<file path="config.mk">
export PLATFORM = sky130hd
export DESIGN_NAME = integer_to_ascii_padded
export DESIGN_NICKNAME = d
export VERILOG_FILES = /design/src/hw/rtl/itoa_pkg.sv /design/src/hw/rtl/itoa_ctrl.sv /design/src/hw/rtl/itoa_datapath.sv /design/src/hw/rtl/integer_to_ascii_padded.sv
export SDC_FILE = /design/constraint.sdc
export NUM_CORES = 1
export LEC_CHECK = 0
export BUFFER_PORTS_ARGS = -buffer_cell sky130_fd_sc_hd__buf_2
export CELL_PAD_IN_SITES_DETAIL_PLACEMENT = 2
export CELL_PAD_IN_SITES_GLOBAL_PLACEMENT = 2
export CORE_ASPECT_RATIO = 1.5
export CORE_MARGIN = 1
export CORE_UTILIZATION = 36
export DETAILED_ROUTE_END_ITERATION = 16
export PLACE_DENSITY_LB_ADDON = 0.1
export SETUP_SLACK_MARGIN = 0.02
export SLEW_MARGIN = 25
export SYNTH_ARGS = -nofsm -noshare
export SYNTH_HDL_FRONTEND = slang
export SYNTH_SLANG_ARGS = --single-unit
</file>
<file path="constraint.sdc">
create_clock -name clk -period 4.4 [get_ports clk]
set_clock_uncertainty 0.2 [all_clocks]
set_input_delay 1.32 -clock clk [delete_from_list [all_inputs] [get_ports clk]]
set_output_delay 1.32 -clock clk [all_outputs]
set_load 0.03 [all_outputs]
</file>
<file path="src/hw/rtl/itoa_pkg.sv">
`timescale 1ns / 1ps

package itoa_pkg;

  localparam int DIGITS    = 20;
  localparam int VALUE_W   = 64;
  localparam int WIDTH_W   = 7;
  localparam int DCNT_W    = 5;
  localparam int STEP_W    = 5;
  localparam int IN_DATA_W = 72;
  localparam int IN_USER_W = 3;
  localparam int CHAR_W    = 8;

  localparam logic [CHAR_W-1:0] CH_ZERO  = 8'h30;
  localparam logic [CHAR_W-1:0] CH_SPACE = 8'h20;
  localparam logic [CHAR_W-1:0] CH_MINUS = 8'h2d;
  localparam logic [CHAR_W-1:0] CH_UPPER = 8'h41;
  localparam logic [CHAR_W-1:0] CH_LOWER = 8'h61;

  localparam logic [STEP_W-1:0] LAST_STEP = 5'd31;

  typedef logic [DIGITS-1:0][3:0] digits_t;

  typedef enum logic [2:0] {
    S_IDLE,
    S_CONV,
    S_MEASURE,
    S_SIGN,
    S_PAD,
    S_DIGITS
  } state_t;

  typedef enum logic [1:0] {
    EMIT_NONE,
    EMIT_SIGN,
    EMIT_PAD,
    EMIT_DIGIT
  } emit_t;

  typedef struct packed {
    logic  load;
    logic  convert;
    logic  measure;
    emit_t emit;
  } ctrl_cmd_t;

  typedef struct packed {
    logic conv_done;
    logic neg;
    logic zero_pad;
    logic pad_zero;
    logic pad_one;
    logic digit_one;
    logic out_free;
  } dp_status_t;

  function automatic logic [CHAR_W-1:0] digit_char(logic [3:0] d, logic upper);
    logic [CHAR_W-1:0] base;
    base = upper ? CH_UPPER : CH_LOWER;
    if (d < 4'd10) begin
      return CH_ZERO + {4'b0, d};
    end
    return base + {4'b0, d} - 8'd10;
  endfunction

endpackage

</file>
<file path="src/hw/rtl/itoa_ctrl.sv">
`timescale 1ns / 1ps

module itoa_ctrl (
  input  logic                clk,
  input  logic                rst_n,
  input  logic                in_tvalid,
  output logic                in_tready,
  input  itoa_pkg::dp_status_t status,
  output itoa_pkg::ctrl_cmd_t  cmd
);
  import itoa_pkg::*;

  state_t state_r, state_nxt;

  always_ff @(posedge clk) begin
    if (!rst_n) begin
      state_r <= S_IDLE;
    end else begin
      state_r <= state_nxt;
    end
  end

  always_comb begin
    state_nxt = state_r;
    unique case (state_r)
      S_IDLE: begin
        if (in_tvalid) begin
          state_nxt = S_CONV;
        end
      end
      S_CONV: begin
        if (status.conv_done) begin
          state_nxt = S_MEASURE;
        end
      end
      S_MEASURE: begin
        state_nxt = status.zero_pad ? S_SIGN : S_PAD;
      end
      S_SIGN: begin
        if (!status.neg || status.out_free) begin
          state_nxt = status.zero_pad ? S_PAD : S_DIGITS;
        end
      end
      S_PAD: begin
        if (status.pad_zero || (status.out_free && status.pad_one)) begin
          state_nxt = status.zero_pad ? S_DIGITS : S_SIGN;
        end
      end
      S_DIGITS: begin
        if (status.out_free && status.digit_one) begin
          state_nxt = S_IDLE;
        end
      end
      default: state_nxt = S_IDLE;
    endcase
  end

  always_comb begin
    in_tready   = 1'b0;
    cmd.load    = 1'b0;
    cmd.convert = 1'b0;
    cmd.measure = 1'b0;
    cmd.emit    = EMIT_NONE;
    unique case (state_r)
      S_IDLE: begin
        in_tready = 1'b1;
        cmd.load  = in_tvalid;
      end
      S_CONV: begin
        cmd.convert = 1'b1;
      end
      S_MEASURE: begin
        cmd.measure = 1'b1;
      end
      S_SIGN: begin
        if (status.neg && status.out_free) begin
          cmd.emit = EMIT_SIGN;
        end
      end
      S_PAD: begin
        if (!status.pad_zero && status.out_free) begin
          cmd.emit = EMIT_PAD;
        end
      end
      S_DIGITS: begin
        if (status.out_free) begin
          cmd.emit = EMIT_DIGIT;
        end
      end
      default: begin
        in_tready = 1'b0;
      end
    endcase
  end

endmodule

</file>
<file path="src/hw/rtl/itoa_datapath.sv">
`timescale 1ns / 1ps

module itoa_datapath #(
  parameter int MAX_WIDTH = 64
) (
  input  logic                                  clk,
  input  logic                                  rst_n,
  input  logic [itoa_pkg::IN_DATA_W-1:0]        in_tdata,
  input  logic [itoa_pkg::IN_USER_W-1:0]        in_tuser,
  input  itoa_pkg::ctrl_cmd_t                   cmd,
  output itoa_pkg::dp_status_t                  status,
  output logic                                  out_tvalid,
  input  logic                                  out_tready,
  output logic [itoa_pkg::CHAR_W-1:0]           out_tdata,
  output logic                                  out_tlast
);
  import itoa_pkg::*;

  localparam logic [WIDTH_W-1:0] WIDTH_MAX = WIDTH_W'(MAX_WIDTH);

  logic [VALUE_W-1:0] value_in;
  logic               hex_in;
  logic               neg_in;
  logic [VALUE_W-1:0] mag_in;
  digits_t            hex_digits;

  logic               hex_r, upper_r, zero_r, neg_r;
  logic [WIDTH_W-1:0] width_r;
  logic [VALUE_W-1:0] mag_r;
  digits_t            bcd_r;
  logic [STEP_W-1:0]  step_r;
  logic [DCNT_W-1:0]  dcnt_r;
  logic [WIDTH_W-1:0] pad_r;

  logic               out_valid_r;
  logic [CHAR_W-1:0]  out_char_r;
  logic               out_last_r;

  logic [DCNT_W-1:0]  lead;
  logic [WIDTH_W-1:0] width_sat;
  logic [WIDTH_W-1:0] body;
  logic [WIDTH_W-1:0] pad_calc;
  logic               out_free;
  logic               emit_go;
  logic [CHAR_W-1:0]  char_nxt;
  logic [3:0]         cur_digit;

  function automatic digits_t dabble(digits_t b, logic bit_in);
    digits_t            t;
    logic [DIGITS*4-1:0] flat;
    for (int i = 0; i < DIGITS; i++) begin
      t[i] = (b[i] >= 4'd5) ? b[i] + 4'd3 : b[i];
    end
    flat = t;
    return digits_t'({flat[DIGITS*4-2:0], bit_in});
  endfunction

  assign value_in = in_tdata[VALUE_W-1:0];
  assign hex_in   = in_tuser[0];
  assign neg_in   = !hex_in && value_in[VALUE_W-1];
  assign mag_in   = neg_in ? (~value_in + 64'd1) : value_in;

  always_comb begin
    hex_digits = '0;
    for (int i = 0; i < VALUE_W / 4; i++) begin
      hex_digits[i] = value_in[4*i +: 4];
    end
  end

  always_comb begin
    lead = 5'd1;
    for (int i = 0; i < DIGITS; i++) begin
      if (bcd_r[i] != 4'd0) begin
        lead = DCNT_W'(i + 1);
      end
    end
  end

  assign width_sat = (width_r > WIDTH_MAX) ? WIDTH_MAX : width_r;
  assign body      = {2'b00, lead} + {6'b0, neg_r};
  assign pad_calc  = (width_sat > body) ? width_sat - body : '0;

  assign out_free  = !out_valid_r || out_tready;
  assign emit_go   = (cmd.emit != EMIT_NONE);
  assign cur_digit = bcd_r[dcnt_r - 5'd1];

  always_comb begin
    unique case (cmd.emit)
      EMIT_SIGN:  char_nxt = CH_MINUS;
      EMIT_PAD:   char_nxt = zero_r ? CH_ZERO : CH_SPACE;
      EMIT_DIGIT: char_nxt = digit_char(cur_digit, upper_r);
      default:    char_nxt = CH_SPACE;
    endcase
  end

  always_ff @(posedge clk) begin
    if (cmd.load) begin
      hex_r   <= hex_in;
      upper_r <= in_tuser[1];
      zero_r  <= in_tuser[2];
      neg_r   <= neg_in;
      width_r <= in_tdata[VALUE_W +: WIDTH_W];
      mag_r   <= mag_in;
      bcd_r   <= hex_in ? hex_digits : '0;
      step_r  <= '0;
    end else if (cmd.convert && !hex_r) begin
      bcd_r  <= dabble(dabble(bcd_r, mag_r[VALUE_W-1]), mag_r[VALUE_W-2]);
      mag_r  <= {mag_r[VALUE_W-3:0], 2'b00};
      step_r <= step_r + 5'd1;
    end
  end

  always_ff @(posedge clk) begin
    if (!rst_n) begin
      dcnt_r      <= '0;
      pad_r       <= '0;
      out_valid_r <= 1'b0;
    end else begin
      if (cmd.measure) begin
        dcnt_r <= lead;
        pad_r  <= pad_calc;
      end else if (cmd.emit == EMIT_PAD) begin
        pad_r <= pad_r - 7'd1;
      end else if (cmd.emit == EMIT_DIGIT) begin
        dcnt_r <= dcnt_r - 5'd1;
      end
      if (emit_go) begin
        out_valid_r <= 1'b1;
      end else if (out_tready) begin
        out_valid_r <= 1'b0;
      end
    end
  end

  always_ff @(posedge clk) begin
    if (emit_go) begin
      out_char_r <= char_nxt;
      out_last_r <= (cmd.emit == EMIT_DIGIT) && (dcnt_r == 5'd1);
    end
  end

  assign status.conv_done = hex_r || (step_r == LAST_STEP);
  assign status.neg       = neg_r;
  assign status.zero_pad  = zero_r;
  assign status.pad_zero  = (pad_r == '0);
  assign status.pad_one   = (pad_r == 7'd1);
  assign status.digit_one = (dcnt_r == 5'd1);
  assign status.out_free  = out_free;

  assign out_tvalid = out_valid_r;
  assign out_tdata  = out_char_r;
  assign out_tlast  = out_last_r;

endmodule

</file>
<file path="src/hw/rtl/integer_to_ascii_padded.sv">
`timescale 1ns / 1ps
// Formats one 64-bit value per input item as ASCII text, one character per output item.
// The input channel carries the value and minimum field width in in_tdata and the
// hex, upper-case and zero-pad flags in in_tuser. The output channel carries one
// character in out_tdata, most significant first, with out_tlast on the final one.
// An item is accepted only while the block is idle. Decimal items pass through a
// binary-to-BCD converter that shifts two bits of magnitude per cycle; hex items
// load their digits directly and skip the conversion. The measure state then finds the
// digit count and the pad count. Characters leave at most one per cycle through a single
// output register, while the receiver takes them.
// When the receiver holds out_tready low, the output register keeps its character
// and the sequencer waits; nothing is dropped.
// Reset (rst_n low at a clock edge) returns the sequencer to idle and empties the
// output register; the first item can be accepted as soon as rst_n is high again.

module integer_to_ascii_padded #(
  parameter int MAX_WIDTH = 64
) (
  input  logic                           clk,
  input  logic                           rst_n,
  input  logic                           in_tvalid,
  output logic                           in_tready,
  // Fields from bit 0: value[63:0], min_width[70:64], bit 71 unused.
  input  logic [itoa_pkg::IN_DATA_W-1:0] in_tdata,
  // Fields from bit 0: hex_mode, upper_case, zero_pad.
  input  logic [itoa_pkg::IN_USER_W-1:0] in_tuser,
  output logic                           out_tvalid,
  input  logic                           out_tready,
  // Fields from bit 0: char_code[7:0].
  output logic [itoa_pkg::CHAR_W-1:0]    out_tdata,
  output logic                           out_tlast
);
  import itoa_pkg::*;

  ctrl_cmd_t  cmd;
  dp_status_t status;

  itoa_ctrl u_ctrl (
    .clk       (clk),
    .rst_n     (rst_n),
    .in_tvalid (in_tvalid),
    .in_tready (in_tready),
    .status    (status),
    .cmd       (cmd)
  );

  itoa_datapath #(
    .MAX_WIDTH (MAX_WIDTH)
  ) u_datapath (
    .clk        (clk),
    .rst_n      (rst_n),
    .in_tdata   (in_tdata),
    .in_tuser   (in_tuser),
    .cmd        (cmd),
    .status     (status),
    .out_tvalid (out_tvalid),
    .out_tready (out_tready),
    .out_tdata  (out_tdata),
    .out_tlast  (out_tlast)
  );

endmodule

</file>
==> run_results.csv <==
group,metric,value,unit
place,gp_congestion,0.829,
timing,worstMarginPinSlew,833,ps
global_routing,antenna_found_initial,0,
run,drv_cap,0,
place,placed_area,0.0161,mm^2
synthesis,syn_inst,1574,
synthesis,synth_edf_count,163,
clocking,cts.root.buffer_cell,"clkbuf_16",
global_routing,grt_overflow,0,
synthesis,muxShareOfSynthArea,8.37,%
synthesis,syn_avg_cell_area,9.24,um^2
drt,routed_wl,47000,um
critical_path,crit_required,4560,ps
timing,fin_crit_sh,96.3,%
critical_path,crit_type,"reg2reg",
timing,fmax,0.236,GHz
floorplan,rows,89,
global_routing,grt_first_pass_wirelength,73700,um
synthesis,ys.flop_type,"edfxtp_1",
status,status,"finished with violations",
synthesis,ys_ff_latch,184,
critical_path,cp_common_cell,"o21ai_1",
clocking,cts.sinks,184,
timing,rsz0062_at_grt,"true",
power_and_ir_drop,p_comb_share,63.7,%
floorplan,die_w,166,um
finish,final_layout_size_suffix_gt1_share,19.1,%
floorplan,coreArea,0.0395,mm^2
critical_path,crit_buf_inv,3,
power_and_ir_drop,p_seq_share,26.2,%
clocking,hold_buffers,0,
place,hpwlAfterDp,35600,um
timing,setup_tns,0,ps
timing,relSlewSlack,44.4,%
finish,diodes,0,
floorplan,start_util,36.8,%
clocking,htree_levels,4,
power_and_ir_drop,swShare,45.6,%
status,violations,"DRC",
synthesis,synthAdderAreaFrac,8.57,%
global_routing,grt_pass1_vias,13700,
power_and_ir_drop,power_frac_clock,10.1,%
power_and_ir_drop,p_int,0.00834,W
finish,fin_area,0.0169,mm^2
synthesis,synth_cell_types,82,
synthesis,synth_top_family_by_area,"simple AND/OR/NAND/NOR gates",
place,portBuffers,87,
synthesis,synthArstFlopShare,0,%
critical_path,crit_path_top_delay_cell,"edfxtp_1",
floorplan,ios,90,
power_and_ir_drop,switchingPower,0.00700,W
power_and_ir_drop,powerDensity,907,mW/mm^2
finish,area_growth_syn_to_layout,16.4,%
global_routing,grt_usage,23.0,%
timing,hold_violations,0,
power_and_ir_drop,vdd_drop_max,335,uV
drt,avgRoutedWirePerCell,21.0,um
drt,drt_iter0_markers,419,
critical_path,cp_slowest_stage_delay,410,ps
critical_path,cp_max_fo,6,
synthesis,mappedNetlistArea,0.0145,mm^2
timing,holdWs,318,ps
synthesis,synth-simple-area-share,19.1,%
clocking,clkLatencyLatePin,470,ps
drt,dr.pass1.iters,12,
finish,fill_cells,4315,
timing,period_needed,4240,ps
synthesis,synth_compound_area_share,15.7,%
global_routing,grt_max_degree,152,
drt,viasPerCell,5.56,
clocking,cts_buffer_depth,2,
clocking,cts_tree,"done",
critical_path,crit_family,"compound AO/OA/AOI/OAI gates",
drt,vias,12400,
critical_path,crit_path_start_kind,"flop",
timing,slew_viol_final,0,
synthesis,yosys_warnings,0,
floorplan,die_y,248,um
min_path,min_path_type,"reg2reg",
finish,final_util,42.8,%
clocking,clk_pin_slew,80,ps
critical_path,cp.arrival,4400,ps
critical_path,cp_cell_sequence,"inv_2 -> ha_4 -> or3b_4 -> o21ai_4 -> a21oi_2 -> o21ai_1 -> a31oi_1 -> o21ai_1 -> o21ai_1 -> ha_2 -> ha_4 -> inv_4 -> ha_4 -> nor2b_4 -> o21a_1 -> o21a_1 -> o41a_1 -> o21ai_1 -> buf_4 -> nor3_2 -> o221a_2",
synthesis,synth.net_count,1752,
timing,setup_viol,0,
critical_path,end_kind,"flop",
finish,final_nets,1901,
clocking,cts_buffers,17,
floorplan,die-area,0.0412,mm^2
drt,route.detailed.drc,3,
power_and_ir_drop,power.leakage,6.66,nW
drt,drtAntennaViolNets,0,
synthesis,seq_area_frac_synth,36.6,%
synthesis,synth_xor_area_share,7.18,%
## cell families (layout without fill, tap and decap cells)
family,after synthesis,after routing
simple gates,530,530
compound gates,383,383
flops,184,184
buf+inv,166,328
xor+xnor,117,117
fa+ha+maj,99,99
mux,93,93
other cells,2,2
## sequential cells by signal (all words and copies together), names as in the netlist
register / count
u_datapath.pad_r: 7
u_datapath.dcnt_r: 5
u_datapath.width_r: 7
u_datapath.out_tvalid: 1
u_datapath.out_tdata: 7
u_datapath.bcd_r: 80
u_datapath.hex_r: 1
u_datapath.neg_r: 1
u_datapath.zero_r: 1
u_datapath.mag_r: 64
u_datapath.upper_r: 1
u_ctrl.state_r: 3
u_datapath.step_r: 5
u_datapath.out_tlast: 1
## synth_stat cells, types with 21 or more instances
master / n / area share [%]
xnor2_1: 85 / 5.1
inv_1: 103 / 2.7
nor3_1: 41 / 1.4
mux2i_1: 47 / 3.2
nor2_1: 111 / 2.9
nand3_1: 74 / 2.5
and2_1: 21 / 0.90
o21ai_0: 156 / 5.4
ha_1: 98 / 8.4
nor3b_1: 39 / 2.0
clkbuf_1: 47 / 1.2
nor2b_1: 49 / 2.1
nand2_1: 101 / 2.6
o21a_1: 24 / 1.2
dfxtp_1: 21 / 2.9
mux2_2: 26 / 2.0
a21oi_1: 102 / 3.5
edfxtp_1: 163 / 34
nand2b_1: 34 / 1.5
xor2_1: 31 / 1.9
## metal layers
layer  routed length [um]  share of wire [%]  GRT usage (%)
met5                    0                  0              0
met4                 1630                3.5           10.6
met3                  844                1.8           2.02
met2                25700                 55           45.1
met1                18800                 40           25.0
## worst register-to-register path: stages (launching register included)
cell and delay (ps):
edfxtp_1 410, inv_2 100, ha_4 130, or3b_4 400, o21ai_4 140, a21oi_2 70
o21ai_1 130, a31oi_1 130, o21ai_1 200, o21ai_1 100, ha_2 210, ha_4 270
inv_4 40, ha_4 200, nor2b_4 120, o21a_1 190, o21a_1 190, o41a_1 340
o21ai_1 140, buf_4 170, nor3_2 50, o221a_2 230
## area by class of cell
type                    count  area, um^2  share of cell area [%]
well taps                 500         626                    3.70
repair buffers            191        1270                    7.48
clock inverters            15         116                   0.687
multi-input cells        1224        8780                    51.9
inverters                 105         399                    2.36
clock buffers              17         425                    2.51
flip-flops and latches    184        5320                    31.4
## what timing repair did
action | CTS | global route
resized for setup | 24 | 30
setup buffers | 6 | 7
pin swaps | 9 | 23
endpoints found under the setup margin | 7 | 7
## cell usage in the layout (no fill, tap or decap), types with 39 or more instances in the layout
master and n:
xnor2_1 85, a21oi_1 99, mux2i_1 47, buf_2 87, inv_1 93, o21ai_0 150, edfxtp_1 163, nand2_1 100
nor2b_1 48, nor2_1 111, ha_1 91, buf_4 100, nand3_1 74, nor3_1 39
## power by group through the flow
stage	logic, W	clock network, W	registers [W]
final	0.00978	0.00154	0.00403
after global placement	0.00908	0	0.00401
after floorplan	0.00675	0	0.00388
after detailed placement	0.00967	0	0.00405
after global routing	0.0109	0.00162	0.00413
after CTS	0.00983	0.00158	0.00402
## path summary, 6_finish.rpt
check,from,endpoint,slack (ps),depth (start not counted)
max,u_datapath.bcd_r[9],u_datapath.pad_r[3],160,21
max reg2reg,u_datapath.bcd_r[9],u_datapath.pad_r[3],160,21
min,u_datapath.step_r[3],u_datapath.step_r[3],320,2
min reg2reg,u_datapath.step_r[3],u_datapath.step_r[3],320,2
## per-stage QoR
step           setup WS [ps]  std cells  power, W
2_1_floorplan           9.67       1574    0.0106
6_report                 161       2236    0.0153
3_3_place_gp            -229       2191    0.0131
3_5_place_dp            -390       2191    0.0137
5_1_grt                -37.0       2236    0.0167
4_1_cts                 32.6       2229    0.0154
No activity file was read; power rests on OpenSTA's default activity.
